===== src/rtl/core/wrp_pkg.sv =====
package wrp_pkg;

    // Parser phases
    localparam logic [2:0] PH_HEADER = 3'd0;
    localparam logic [2:0] PH_ID     = 3'd1;
    localparam logic [2:0] PH_SIZE   = 3'd2;
    localparam logic [2:0] PH_SKIP   = 3'd3;
    localparam logic [2:0] PH_DATA   = 3'd4;
    localparam logic [2:0] PH_HALT   = 3'd5;

    // Result kinds
    localparam logic [1:0] KIND_NONE   = 2'd0;
    localparam logic [1:0] KIND_PCM    = 2'd1;
    localparam logic [1:0] KIND_CHANGE = 2'd2;
    localparam logic [1:0] KIND_ERROR  = 2'd3;

    // Tags, first stream byte in the low bits
    localparam logic [31:0] RIFF_WORD = 32'h4646_4952;
    localparam logic [31:0] WAVE_WORD = 32'h4556_4157;
    localparam logic [31:0] ID_DATA   = 32'h6174_6164;
    localparam logic [31:0] ID_FMT    = 32'h2074_6D66;

    // Byte positions in the stream header and the fmt body
    localparam logic [3:0] HEADER_LAST = 4'd11;
    localparam logic [3:0] WAVE_FIRST  = 4'd8;
    localparam logic [3:0] RIFF_END    = 4'd4;
    localparam logic [3:0] FMT_LEN     = 4'd8;
    localparam logic [3:0] FIELD_LAST  = 4'd3;

    localparam logic [31:0] RATE_RESET = 32'd16000;

    typedef struct packed {
        logic [1:0]  kind;
        logic [7:0]  pcm_byte;
        logic        chunk_end;
        logic [31:0] new_rate;
        logic [15:0] new_channels;
    } wrp_result_t;

endpackage


===== src/rtl/core/wrp_parse_core.sv =====
module wrp_parse_core (
    input  logic                 clk,
    input  logic                 rst_n,
    input  logic                 cfg_wr_en,
    input  logic [31:0]          cfg_wr_data,
    input  logic                 accept,
    input  logic                 restart,
    input  logic [7:0]           data_byte,
    output wrp_pkg::wrp_result_t result
);
    import wrp_pkg::*;

    logic [31:0] expected_rate_reg;
    logic [2:0]  phase_reg,       phase_next;
    logic [3:0]  count_reg,       count_next;
    logic        hdr_bad_reg,     hdr_bad_next;
    logic [31:0] chunk_id_reg,    chunk_id_next;
    logic [31:0] size_reg,        size_next;
    logic [31:0] bytes_left_reg,  bytes_left_next;
    logic        in_fmt_reg,      in_fmt_next;
    logic [3:0]  fmt_index_reg,   fmt_index_next;
    logic [15:0] fmt_chan_reg,    fmt_chan_next;
    logic [23:0] fmt_rate_reg,    fmt_rate_next;
    logic [31:0] stream_rate_reg, stream_rate_next;
    logic [15:0] stream_chan_reg, stream_chan_next;

    logic        tag_bad;
    logic        bad_acc;
    logic [31:0] size_full;
    logic [31:0] left_dec;

    // Compare header bytes against the tags as they arrive
    always_comb
    begin
        tag_bad = 1'b0;
        if (count_reg < RIFF_END)
        begin
            tag_bad = (data_byte != RIFF_WORD[{count_reg[1:0], 3'b000} +: 8]);
        end
        else if (count_reg >= WAVE_FIRST)
        begin
            tag_bad = (data_byte != WAVE_WORD[{count_reg[1:0], 3'b000} +: 8]);
        end
        bad_acc   = hdr_bad_reg | tag_bad;
        size_full = {data_byte, size_reg[31:8]};
        left_dec  = (bytes_left_reg != 32'd0) ? (bytes_left_reg - 32'd1) : 32'd0;
    end

    // Advance the parser by one word
    always_comb
    begin
        phase_next       = phase_reg;
        count_next       = count_reg;
        hdr_bad_next     = hdr_bad_reg;
        chunk_id_next    = chunk_id_reg;
        size_next        = size_reg;
        bytes_left_next  = bytes_left_reg;
        in_fmt_next      = in_fmt_reg;
        fmt_index_next   = fmt_index_reg;
        fmt_chan_next    = fmt_chan_reg;
        fmt_rate_next    = fmt_rate_reg;
        stream_rate_next = stream_rate_reg;
        stream_chan_next = stream_chan_reg;
        result           = '0;

        if (restart)
        begin
            phase_next       = PH_HEADER;
            count_next       = 4'd0;
            hdr_bad_next     = 1'b0;
            bytes_left_next  = 32'd0;
            in_fmt_next      = 1'b0;
            fmt_index_next   = 4'd0;
            stream_rate_next = 32'd0;
            stream_chan_next = 16'd0;
        end
        else
        begin
            unique case (phase_reg)
                PH_HEADER:
                begin
                    if (count_reg == HEADER_LAST)
                    begin
                        count_next   = 4'd0;
                        hdr_bad_next = 1'b0;
                        if (bad_acc)
                        begin
                            result.kind = KIND_ERROR;
                            phase_next  = PH_HALT;
                        end
                        else
                        begin
                            phase_next = PH_ID;
                        end
                    end
                    else
                    begin
                        count_next   = count_reg + 4'd1;
                        hdr_bad_next = bad_acc;
                    end
                end
                PH_ID:
                begin
                    chunk_id_next = {data_byte, chunk_id_reg[31:8]};
                    if (count_reg == FIELD_LAST)
                    begin
                        count_next = 4'd0;
                        phase_next = PH_SIZE;
                    end
                    else
                    begin
                        count_next = count_reg + 4'd1;
                    end
                end
                PH_SIZE:
                begin
                    size_next = size_full;
                    if (count_reg == FIELD_LAST)
                    begin
                        count_next = 4'd0;
                        if (chunk_id_reg == ID_DATA)
                        begin
                            bytes_left_next = size_full;
                            phase_next      = PH_DATA;
                            if (stream_rate_reg != 32'd0 &&
                                stream_rate_reg != expected_rate_reg)
                            begin
                                result.kind         = KIND_CHANGE;
                                result.new_rate     = stream_rate_reg;
                                result.new_channels = (stream_chan_reg != 16'd0) ?
                                                      stream_chan_reg : 16'd1;
                            end
                        end
                        else
                        begin
                            in_fmt_next     = (chunk_id_reg == ID_FMT);
                            fmt_index_next  = 4'd0;
                            // pad odd sizes; wraps at the top of range
                            bytes_left_next = size_full + {31'd0, size_full[0]};
                            phase_next      = PH_SKIP;
                        end
                    end
                    else
                    begin
                        count_next = count_reg + 4'd1;
                    end
                end
                PH_SKIP:
                begin
                    if (in_fmt_reg && fmt_index_reg < FMT_LEN)
                    begin
                        fmt_index_next = fmt_index_reg + 4'd1;
                        case (fmt_index_reg)
                            4'd2:    fmt_chan_next[7:0]   = data_byte;
                            4'd3:    fmt_chan_next[15:8]  = data_byte;
                            4'd4:    fmt_rate_next[7:0]   = data_byte;
                            4'd5:    fmt_rate_next[15:8]  = data_byte;
                            4'd6:    fmt_rate_next[23:16] = data_byte;
                            4'd7:
                            begin
                                stream_chan_next = fmt_chan_reg;
                                stream_rate_next = {data_byte, fmt_rate_reg};
                            end
                            default: ;
                        endcase
                    end
                    bytes_left_next = left_dec;
                    if (left_dec == 32'd0)
                    begin
                        in_fmt_next = 1'b0;
                        phase_next  = PH_ID;
                    end
                end
                PH_DATA:
                begin
                    result.kind     = KIND_PCM;
                    result.pcm_byte = data_byte;
                    bytes_left_next = left_dec;
                    if (left_dec == 32'd0)
                    begin
                        result.chunk_end = 1'b1;
                        phase_next       = PH_ID;
                    end
                end
                default:
                begin
                    // hold until restart
                end
            endcase
        end
    end

    // Configuration register
    always_ff @(posedge clk or negedge rst_n)
    begin
        if (!rst_n)
        begin
            expected_rate_reg <= RATE_RESET;
        end
        else if (cfg_wr_en)
        begin
            expected_rate_reg <= cfg_wr_data;
        end
    end

    // Control state
    always_ff @(posedge clk or negedge rst_n)
    begin
        if (!rst_n)
        begin
            phase_reg       <= PH_HEADER;
            count_reg       <= 4'd0;
            hdr_bad_reg     <= 1'b0;
            bytes_left_reg  <= 32'd0;
            in_fmt_reg      <= 1'b0;
            fmt_index_reg   <= 4'd0;
            stream_rate_reg <= 32'd0;
            stream_chan_reg <= 16'd0;
        end
        else if (accept)
        begin
            phase_reg       <= phase_next;
            count_reg       <= count_next;
            hdr_bad_reg     <= hdr_bad_next;
            bytes_left_reg  <= bytes_left_next;
            in_fmt_reg      <= in_fmt_next;
            fmt_index_reg   <= fmt_index_next;
            stream_rate_reg <= stream_rate_next;
            stream_chan_reg <= stream_chan_next;
        end
    end

    // Shift registers for id, size and fmt fields
    always_ff @(posedge clk)
    begin
        if (accept)
        begin
            chunk_id_reg <= chunk_id_next;
            size_reg     <= size_next;
            fmt_chan_reg <= fmt_chan_next;
            fmt_rate_reg <= fmt_rate_next;
        end
    end

endmodule


===== src/rtl/core/wrp_out_stage.sv =====
module wrp_out_stage (
    input  logic                 clk,
    input  logic                 rst_n,
    input  logic                 in_valid,
    output logic                 in_ready,
    input  wrp_pkg::wrp_result_t in_result,
    output logic                 out_valid,
    input  logic                 out_ready,
    output wrp_pkg::wrp_result_t out_result
);
    import wrp_pkg::*;

    logic        valid_reg;
    wrp_result_t result_reg;

    // Take a new word whenever the held one is empty or leaving
    assign in_ready   = !valid_reg || out_ready;
    assign out_valid  = valid_reg;
    assign out_result = result_reg;

    always_ff @(posedge clk or negedge rst_n)
    begin
        if (!rst_n)
        begin
            valid_reg <= 1'b0;
        end
        else if (in_ready)
        begin
            valid_reg <= in_valid;
        end
    end

    always_ff @(posedge clk)
    begin
        if (in_valid && in_ready)
        begin
            result_reg <= in_result;
        end
    end

endmodule


===== src/rtl/core/wav_riff_stream_parser.sv =====
// Channel  Handshake             Word
// -------  --------------------  -----------------------------------------------
// in       in_valid / in_ready   restart, data_byte
// out      out_valid / out_ready kind, pcm_byte, chunk_end, new_rate, new_channels
// cfg      cfg_wr_en             cfg_wr_data (expected sample rate)
//
// One byte per cycle while in_ready is high; each word's result appears in the cycle after it is taken.
// The single result register behind the parser logic holds each result until it is drained.
// in_ready stays high while the result register is empty or being drained.
// Reset returns the parser to the header phase and the expected rate to 16000.
module wav_riff_stream_parser (
    input  logic        clk,
    input  logic        rst_n,
    input  logic        cfg_wr_en,
    input  logic [31:0] cfg_wr_data,
    input  logic        in_valid,
    output logic        in_ready,
    input  logic        restart,
    input  logic [7:0]  data_byte,
    output logic        out_valid,
    input  logic        out_ready,
    output logic [1:0]  kind,
    output logic [7:0]  pcm_byte,
    output logic        chunk_end,
    output logic [31:0] new_rate,
    output logic [15:0] new_channels
);
    import wrp_pkg::*;

    wrp_result_t step_result;
    wrp_result_t held_result;
    logic        accept;

    assign accept = in_valid && in_ready;

    // Parser state and per-word logic
    wrp_parse_core u_core (
        .clk         (clk),
        .rst_n       (rst_n),
        .cfg_wr_en   (cfg_wr_en),
        .cfg_wr_data (cfg_wr_data),
        .accept      (accept),
        .restart     (restart),
        .data_byte   (data_byte),
        .result      (step_result)
    );

    // Result register
    wrp_out_stage u_out (
        .clk        (clk),
        .rst_n      (rst_n),
        .in_valid   (in_valid),
        .in_ready   (in_ready),
        .in_result  (step_result),
        .out_valid  (out_valid),
        .out_ready  (out_ready),
        .out_result (held_result)
    );

    assign kind         = held_result.kind;
    assign pcm_byte     = held_result.pcm_byte;
    assign chunk_end    = held_result.chunk_end;
    assign new_rate     = held_result.new_rate;
    assign new_channels = held_result.new_channels;

endmodule

===== config.mk =====
export PLATFORM = sky130hd
export DESIGN_NAME = wav_riff_stream_parser
export DESIGN_NICKNAME = d
export VERILOG_FILES = /design/src/rtl/core/wrp_pkg.sv /design/src/rtl/core/wrp_parse_core.sv /design/src/rtl/core/wrp_out_stage.sv /design/src/rtl/core/wav_riff_stream_parser.sv
export SDC_FILE = /design/constraint.sdc
export NUM_CORES = 1
export LEC_CHECK = 0
export ABC_AREA = 1
export BUFFER_PORTS_ARGS = -buffer_cell sky130_fd_sc_hd__clkbuf_2
export CORE_UTILIZATION = 35
export DETAILED_ROUTE_END_ITERATION = 8
export PLACE_DENSITY_LB_ADDON = 0.05
export SYNTH_ARGS = -nofsm -noshare
export SYNTH_HDL_FRONTEND = slang
export SYNTH_SLANG_ARGS = --single-unit

===== constraint.sdc =====
create_clock -name clk -period 5.35 [get_ports clk]
set_clock_uncertainty 0.1 [all_clocks]
set_input_delay 0.8025 -clock clk [delete_from_list [all_inputs] [get_ports clk]]
set_output_delay 0.8025 -clock clk [all_outputs]
set_load 0.05 [all_outputs]

# Word-level counts from Yosys, hierarchy flattened
# Index checks and enable logic that the tools add are counted.
dict set report classes {
  addsub 4
  order_cmp 3
  eq_ne 24
  n_shift 2
  mux 48
  bitwise 8
  n_reduce_logical 37
}
# op count
set op_table {}
lappend op_table {{2-to-1 mux 32 bit} 8}
lappend op_table {{2-to-1 mux 16 bit} 4}
lappend op_table {{one-hot mux 32 bit (2 select lines)} 1}
lappend op_table {{nonzero test 32 bit} 2}
lappend op_table {{variable part select 32 x 6 -> 8 bit (first input constant)} 2}
lappend op_table {{AND reduction 5 bit} 7}
lappend op_table {{adder 32 x 1 -> 32 bit} 1}
lappend op_table {{equality test 32 x 30 -> 1 bit (second input constant)} 1}
lappend op_table {{equality test 32 x 31 -> 1 bit (second input constant)} 1}
lappend op_table {{logical NOT 32 bit} 1}
lappend op_table {{!= test 32 bit} 1}
lappend op_table {{subtractor 32 x 1 -> 32 bit (second input constant)} 1}
lappend op_table {{2-to-1 mux 4 bit} 7}
lappend op_table {{2-to-1 mux 3 bit} 7}
lappend op_table {{equality test 4 x 3 -> 1 bit (second input constant)} 4}
lappend op_table {{!= test 8 bit} 2}
lappend op_table {{one-hot mux 4 bit (2 select lines)} 2}
lappend op_table {{nonzero test 16 bit} 1}
lappend op_table {{!= test 3 x 2 -> 1 bit (second input constant)} 5}
lappend op_table {{equality test 4 x 2 -> 1 bit (second input constant)} 3}
lappend op_table {{one-hot mux 3 bit (4 select lines)} 1}
lappend op_table {{2-to-1 mux 1 bit} 11}
lappend op_table {{2-to-1 mux 2 bit} 5}
lappend op_table {{AND reduction 3 bit} 3}
lappend op_table {{27 further kinds} 45}
dict set report totals {
  ff_bits 289
  inputBits 46
  out_inout_bits 61
  word_cells 149
}

# Longest topological paths before layout
# Gate-level depths: netlist (run 1).
dict set report logic_depth {
  word_depth 9
  depth_mapped 18
  mapped_depth_nobuf 18
}

# Hierarchy
# From an unflattened synthesis (run 1), not the netlist that was laid out.
dict set report unflattened {
  cells_unflattened 1509
  area_unflattened_um2 13963.4
}
# mod instances cells_each area_per_inst_um2 seq_area_each_um2
set modules_own_cells {}
lappend modules_own_cells {wrp_parse_core 1 1442 12139.1 6018.3}
lappend modules_own_cells {wrp_out_stage 1 65 1816.7 1796.7}
lappend modules_own_cells {wav_riff_stream_parser 1 2 7.5 0.0}

# Worst setup path before layout (run 1)
# Ideal clock, no wire load.
dict set report synth_timing {
  path_kind {in2reg}
  start {input out_ready}
  end {register u_core.stream_chan_reg[13]}
  setup_ns 0.134
  arrival_time_ns 3.718
  required_ns 5.116
  slack_ns 1.399
  stages 9
  n_path_buf 2
  cell_sequence {inv_1 > nand2_1 > nand2_1 > inv_1 > nand2_1 > nand2_1 > clkbuf_1 > clkbuf_1 > o21ai_0}
}
dict set report synth_between {
  elab_chain_len 3
}
# item line_no
set synth_lines {}
lappend synth_lines {{from (decl)} wav_riff_stream_parser.sv:21} ;# input logic out_ready,
lappend synth_lines {{logical OR 1 bit} wrp_out_stage.sv:17} ;# assign in_ready = !valid_reg || out_ready;
lappend synth_lines {{via in_ready} wav_riff_stream_parser.sv:17} ;# output logic in_ready,
lappend synth_lines {{logical AND 1 bit} wav_riff_stream_parser.sv:34} ;# assign accept = in_valid && in_ready;
lappend synth_lines {{via accept} wav_riff_stream_parser.sv:32} ;# logic accept;
lappend synth_lines {{AND reduction 4 bit (no line)} --}
lappend synth_lines {{to (signal assigned)} wrp_parse_core.sv:229} ;# stream_chan_reg <= stream_chan_next;
lappend synth_lines {{to (decl)} wrp_parse_core.sv:25} ;# logic [15:0] stream_chan_reg, stream_chan_next;
# The timed path passes the listed nets, and every way through them passes these cells.
# A chain may end at the register's enable or synchronous reset.

# Final worst setup path (run 1)
dict set report layout_timing {
  start {register u_core.stream_rate_reg[30]}
  end {register u_out.result_reg, in the netlist u_out.out_result[9], data pin}
}
dict set report layout_between {
  elab_chain_len 4
  word_cells_on_any_way 5
  classes_between {1 x eq/ne; 1 x bitwise; 3 x reduce/logical}
}
# item line_no
set layout_lines {}
lappend layout_lines {{from (decl)} wrp_parse_core.sv:24} ;# logic [31:0] stream_rate_reg, stream_rate_next;
lappend layout_lines {{from (signal assigned)} wrp_parse_core.sv:228} ;# stream_rate_reg <= stream_rate_next;
lappend layout_lines {{!= test 32 bit / nonzero test 32 bit (equally long branches)} {wrp_parse_core.sv:126, wrp_parse_core.sv:125}}
lappend layout_lines {{logical AND 1 bit *} wrp_parse_core.sv:125} ;# if (stream_rate_reg != 32'd0 &&
lappend layout_lines {{NOT 1 bit (no line) *} --}
lappend layout_lines {{OR reduction 6 bit (no line) *} --}
lappend layout_lines {{to (signal assigned)} wrp_out_stage.sv:37} ;# result_reg <= in_result;
lappend layout_lines {{to (decl)} wrp_out_stage.sv:14} ;# wrp_result_t result_reg;
# Every way passes the cells marked *; elsewhere a longest branch is shown, timed or not.

==> flow_metrics.env, run 1 <==
export IMPL_detail_route_antenna_nets=0
export IMPL_hold_path_class="in -> async"
export IMPL_grt_first_pass_wirelength_um=64400
export IMPL_vias=10816
export IMPL_die_area_sq_um=40100
export IMPL_post_route_period_util_pct=64.5
export IMPL_row_count=72
export IMPL_layout_drive_gt1_share_pct=14.0
export IMPL_path_class="reg -> reg"
export IMPL_crit_path_start_kind="flip-flop"
export IMPL_synth_edff_count=155
export IMPL_postCtsSetupBuffers=0
export IMPL_n_antenna_cell=0
export IMPL_cts_sinks=281
export IMPL_area_growth_pct=16.7
export IMPL_grt_overflow_total=0
export IMPL_h_tree_depth=2
export IMPL_postLayoutCoreUtil_pct=41.4
export IMPL_start_util_pct=35.5
export IMPL_clk_pin_slew_ns=0.06
export IMPL_postSynth_asyncResetShare_pct=44.8
export IMPL_cap_violations=0
export IMPL_yosysMostFrequentCell="nand2_1"
export IMPL_timing_final_crit_period_ns=3.45
export IMPL_critPathCaptureType="flip-flop"
export IMPL_rsz0062_at_grt="no"
export IMPL_wire_per_inst_um=19.0
export IMPL_synth_area_sq_um=13700
export IMPL_fin_ws_ns=1.90
export IMPL_gr_usage_all_layers_pct=21.0
export IMPL_port_buffers=106
export IMPL_root_buffer="clkbuf_16"
export IMPL_cp_arrival_ns=3.61
export IMPL_finalMaxSlewViolations=0
export IMPL_core_sq_um=38700
export IMPL_synth_top_area_share_pct=33.9
export IMPL_synth_commonest_cells="nand2_1 (329), nor2_1 (179), inv_1 (173)"
export IMPL_power_leakage_nw=6.72
export IMPL_final_cell_area_sq_um=16100
export IMPL_synth_largest_area_cell="edfxtp_1"
export IMPL_cts_tree="built"
export IMPL_clkLatencyLatePin_ns=0.55
export IMPL_ys_types=43
export IMPL_nets=1680
export IMPL_crit_path_max_fanout=34
export IMPL_synth_avg_cell_area_sq_um=9.10
export IMPL_fin_setup_tns_ns=0
export IMPL_drt_iter0_markers=714
export IMPL_ir_worst_vdd_mv=0.363
export IMPL_ys_warnings_count=0
export IMPL_setup_viol=0
export IMPL_viasPerCell=4.99
export IMPL_ys_seq_elements=281
export IMPL_syn_inst=1511
export IMPL_power_density_nw_per_um2=428
export IMPL_ioPinCount=107
export IMPL_required_ns=5.51
export IMPL_firstDrtPassIters=5
export IMPL_grt_max_degree=94
export IMPL_largest_register_ffs=59
export IMPL_dp_hpwl_um=29400
export IMPL_place_congestion=0.906
export IMPL_synth_ff_type="edfxtp_1"
export IMPL_max_slew_margin_rel_pct=19.2
export IMPL_synth_fp_nets=1568
export IMPL_ys_seq_area_share_pct=56.8
export IMPL_antenna_found_initial=0
export IMPL_drc_errors=0
export IMPL_ys_top_cells_by_area="edfxtp_1 (34%), dfrtp_1 (22%), nand2_1 (9.0%)"
export IMPL_grt_pass1_vias=10942
export IMPL_place_area_sq_um=14900
export IMPL_worst_pin_slew_ns=1.21
export IMPL_die_y_um=200
export IMPL_cts_buffer_depth=3
export IMPL_max_clock_freq_ghz=0.290
export IMPL_cts_hold_buf=0
export IMPL_drt_total_wl_um=41300
export IMPL_cts_buffers=34
export IMPL_die_w_um=200
export IMPL_final_hold_viol_count=0
export IMPL_cts_resized=0
export IMPL_status="finished, final reports clean"
export IMPL_place_ws_ns=1.74
-- logic make-up after synthesis --
group           count (synthesis)  share of synthesized area, %
simple gates                  730                          23.5
flops                         281                          56.8
buf+inv                       222                          6.23
compound gates                197                          7.59
xor+xnor                       50                          3.19
mux                            20                          1.64
fa+ha+maj                      11                          1.00
-- where the power goes --
| part | internal (mW) | switching [mW] |
|---|---|---|
| Combinational | 0.487 | 1.26 |
| Sequential | 2.48 | 0.189 |
| Clock | 1.52 | 0.943 |
-- worst max-delay path, cell delays in order, from the launching register on --
cell and delay, ns:
dfrtp_1 0.41, inv_1 0.17, nand4_1 0.11, nor2_1 0.23
nand2_1 0.08, nor4_1 0.48, nor3_2 0.11, nand3_2 0.08
buf_4 0.38, or2_1 0.89, nor2_1 0.09
-- cells in the final DEF, fill, tap and decap left out, types with 2 or more instances in the layout --
master and instances:
a21oi_1 43, buf_4 12, bufinv_16 5, clkbuf_1 6, clkbuf_16 35, clkbuf_2 105, clkbuf_8 5, clkinv_1 5
clkinv_2 5, clkinvlp_4 2, dfrtp_1 120, dfstp_2 6, edfxtp_1 155, ha_1 11, inv_1 172, inv_2 5
mux2_2 20, nand2_1 329, nand2_2 2, nand3_1 100, nand4_1 44, nor2_1 175, nor2_2 6, nor2_4 12
nor3_1 31, nor3_2 5, nor4_1 19, o2111ai_1 4, o211ai_1 3, o21ai_0 129, o221ai_1 2, o22ai_1 9
o31ai_1 2, or2_1 2, xnor2_1 27, xor2_1 23
-- per-stage QoR --
stage	hold slack [ns]	total power, mW	instances
finish	0.239	6.88	2167
global route	0.310	7.28	2167
CTS	0.306	6.95	2167
global placement	0.331	4.46	2105
detailed placement	0.327	4.44	2105
floorplan	0.318	3.88	1511
-- layout make-up --
type | count | area (sq um)
Clock buffer | 46 | 967
Clock inverter | 16 | 226
Fill cell | 3942 | 22700
Inverter | 180 | 676
Multi-Input combinational cell | 1008 | 5090
Sequential cell | 281 | 7820
Tap cell | 518 | 648
Timing Repair Buffer | 118 | 627
-- layer usage --
metal  part of all wire, %  track usage [%]
met2                    46             33.1
met1                    46             28.5
met5                     0                0
met3                   4.5             3.21
met4                   3.7             9.29
-- final timing paths --
kind / endpoint / slack, ns / depth (start not counted) / startpoint
min in group clk: u_core.chunk_id_reg[14]$_DFFE_PP_ / 0.34 / 0 / u_core.chunk_id_reg[22]$_DFFE_PP_
max: u_out.out_result[9]$_SDFFCE_PP0P_ / 1.90 / 10 / u_core.stream_rate_reg[30]$_DFFE_PN0P_
min reg2reg: u_core.chunk_id_reg[14]$_DFFE_PP_ / 0.34 / 0 / u_core.chunk_id_reg[22]$_DFFE_PP_
max in group asynchronous: u_core.stream_rate_reg[21]$_DFFE_PN0P_ / 3.76 / 2 / rst_n
max reg2reg: u_out.out_result[9]$_SDFFCE_PP0P_ / 1.90 / 10 / u_core.stream_rate_reg[30]$_DFFE_PN0P_
min: u_core.stream_chan_reg[11]$_DFFE_PN0P_ / 0.24 / 1 / rst_n
Note: power is estimated with default switching activity, not from simulation.
==> run 2, diff against run 1 <==
clock period = 2.95 ns   (was 5.35 ns; I/O delays follow)
==> flow_metrics.env, run 2 (same netlist as run 1, synthesis figures left out) <==
export IMPL_layout_drive_gt1_share_pct=16.3
export IMPL_setup_viol=0
export IMPL_timing_final_crit_period_ns=2.72
export IMPL_port_buffers=106
export IMPL_nets=1732
export IMPL_worst_pin_slew_ns=0.780
export IMPL_pwr_share_clk_pct=33.9
export IMPL_viasPerCell=4.93
export IMPL_grt_first_pass_wirelength_um=65300
export IMPL_final_common_cell="nand2_1"
export IMPL_required_ns=3.28
export IMPL_drc_errors=0
export IMPL_cap_violations=0
export IMPL_h_tree_depth=2
export IMPL_cp_arrival_ns=3.05
export IMPL_ioPinCount=107
export IMPL_grt_overflow_total=0
export IMPL_max_clock_freq_ghz=0.368
export IMPL_share_comb_of_total_power_pct=27.5
export IMPL_start_util_pct=35.5
export IMPL_drt_total_wl_um=42700
export IMPL_crit_path_max_fanout=6
export IMPL_die_w_um=200
export IMPL_dp_hpwl_um=31500
export IMPL_wl_met3_um=1860
export IMPL_place_congestion=0.912
export IMPL_status="finished, final reports clean"
export IMPL_fin_ws_ns=0.230
export IMPL_fill_cells=3920
export IMPL_grt_max_degree=58
export IMPL_cts_tree="built"
export IMPL_intPower_mw=8.04
export IMPL_dr_wl_met2_um=20900
export IMPL_clkLatencyLatePin_ns=0.57
export IMPL_crit_path_start_kind="flip-flop"
export IMPL_power_density_nw_per_um2=756
export IMPL_grt_pass1_vias=10915
export IMPL_max_slew_margin_rel_pct=48.0
export IMPL_hold_path_class="in -> reg"
export IMPL_postLayoutCoreUtil_pct=42.5
export IMPL_core_sq_um=38700
export IMPL_antenna_found_initial=0
export IMPL_clk_pin_slew_ns=0.06
export IMPL_area_growth_pct=19.8
export IMPL_path_class="reg -> reg"
export IMPL_die_area_sq_um=40100
export IMPL_largest_register_ffs=59
export IMPL_instances_no_fill=2219
export IMPL_p_switching_mw=4.42
export IMPL_switching_share_pct=35.5
export IMPL_top_layer_used="met4"
export IMPL_dp_cells=2148
export IMPL_mostFrequentLayoutCells="nand2_1 (326), inv_1 (172), nor2_1 (171), edfxtp_1 (155), o21ai_0 (129)"
export IMPL_detail_route_antenna_nets=0
export IMPL_postCtsSetupBuffers=0
export IMPL_root_buffer="clkbuf_16"
export IMPL_seqPwrFrac_pct=38.5
export IMPL_row_count=72
export IMPL_n_antenna_cell=0
export IMPL_rsz0062_at_grt="no"
export IMPL_cts_sinks=281
export IMPL_critPathCaptureType="flip-flop"
export IMPL_gr_usage_all_layers_pct=21.4
export IMPL_ir_worst_vdd_mv=0.505
export IMPL_firstDrtPassIters=5
export IMPL_wl_met1_um=19000
export IMPL_fin_setup_tns_ns=0
export IMPL_finalMaxSlewViolations=0
export IMPL_power_leakage_nw=6.96
export IMPL_final_hold_viol_count=0
export IMPL_cts_buffers=34
export IMPL_die_y_um=200
export IMPL_place_ws_ns=0.152
export IMPL_wire_per_inst_um=19.2
export IMPL_drt_iter0_markers=628
export IMPL_vias=10935
export IMPL_post_route_period_util_pct=92.2
export IMPL_cts_buffer_depth=3
-- run 2: cell types whose count changed in the layout (fill, tap and decap cells not counted), moves of 2 or more --
cell / before / now
buf_12: 0 / 5
nand2_1: 329 / 326
buf_4: 12 / 50
bufinv_16: 5 / 3
nand2_2: 2 / 4
clkbuf_1: 6 / 11
nor2_2: 6 / 10
nor2_1: 175 / 171
dlygate4sd3_1: 0 / 9
clkbuf_8: 5 / 2
-- run 2: cell type report --
class / count / area, sq um / area share [%]
clock buffer: 48 / 945 / 5.73
inverter: 180 / 679 / 4.12
sequential: 281 / 7820 / 47.4
tap: 518 / 648 / 3.93
timing repair buffer: 170 / 1100 / 6.69
multi-input combinational: 1008 / 5120 / 31.1
clock inverter: 14 / 170 / 1.03
-- run 2: power groups by stage --
stage                     clock network, mW  logic, mW  registers [mW]
after floorplan                           0       2.10            4.94
after global placement                    0       3.42            4.87
after detailed placement                  0       3.38            4.86
after CTS                              4.36       3.40            4.79
after global routing                   4.51       3.82            4.84
final                                  4.23       3.43            4.80
-- run 2: layer usage --
metal	vias up	global-route usage [%]
met2	270	36.6
met5	-	0
met4	0	5.82
met3	60	3.27
li1	5379	-
met1	5226	28.2
-- run 2: path summary, 6_finish.rpt --
check	startpoint	to	slack, ns	depth (start not counted)
worst min-delay path	cfg_wr_data[0]	u_core.expected_rate_reg[0]$_DFFE_PN0P_	0.03	2
min in group asynchronous	rst_n	u_core.stream_chan_reg[5]$_DFFE_PN0P_	0.37	2
worst max register to register	u_core.bytes_left_reg[2]$_DFFE_PN0P_	u_core.phase_reg[2]$_DFFE_PN0P_	0.23	17
worst min register to register	u_core.chunk_id_reg[22]$_DFFE_PP_	u_core.chunk_id_reg[14]$_DFFE_PP_	0.34	0
worst max-delay path	u_core.bytes_left_reg[2]$_DFFE_PN0P_	u_core.phase_reg[2]$_DFFE_PN0P_	0.23	17
max in group asynchronous	rst_n	u_core.expected_rate_reg[11]$_DFFE_PN1P_	1.68	3
-- run 2: critical path: stages (launching register included) --
cell	delay, ns
dfrtp_1	0.41
nor2_1	0.20
nand2_1	0.15
nor2_2	0.20
buf_4	0.20
nand2_1	0.14
nand2_1	0.10
nand2_1	0.08
nand2_1	0.11
nand2_1	0.06
nor2_1	0.10
nand3_1	0.07
nor2_1	0.13
nand2_1	0.13
nand2_1	0.14
nand2_1	0.10
nand3_1	0.09
nand2_1	0.05
-- run 2: timing repair --
action	4_1_cts	5_1_grt
endpoints found under the hold margin	61	0
gates resized for setup	0	7
hold buffers	9	0
setup endpoints to repair	0	4
-- run 2: through the flow --
step / area [sq um] / hold WS (ns) / power, mW
after floorplan: 13800 / 0.0469 / 7.04
after global placement: 15300 / 0.331 / 8.29
after detailed placement: 15300 / 0.330 / 8.25
after CTS: 16500 / 0.00200 / 12.6
after global routing: 16500 / 0.0153 / 13.2
final: 16500 / 0.0263 / 12.5
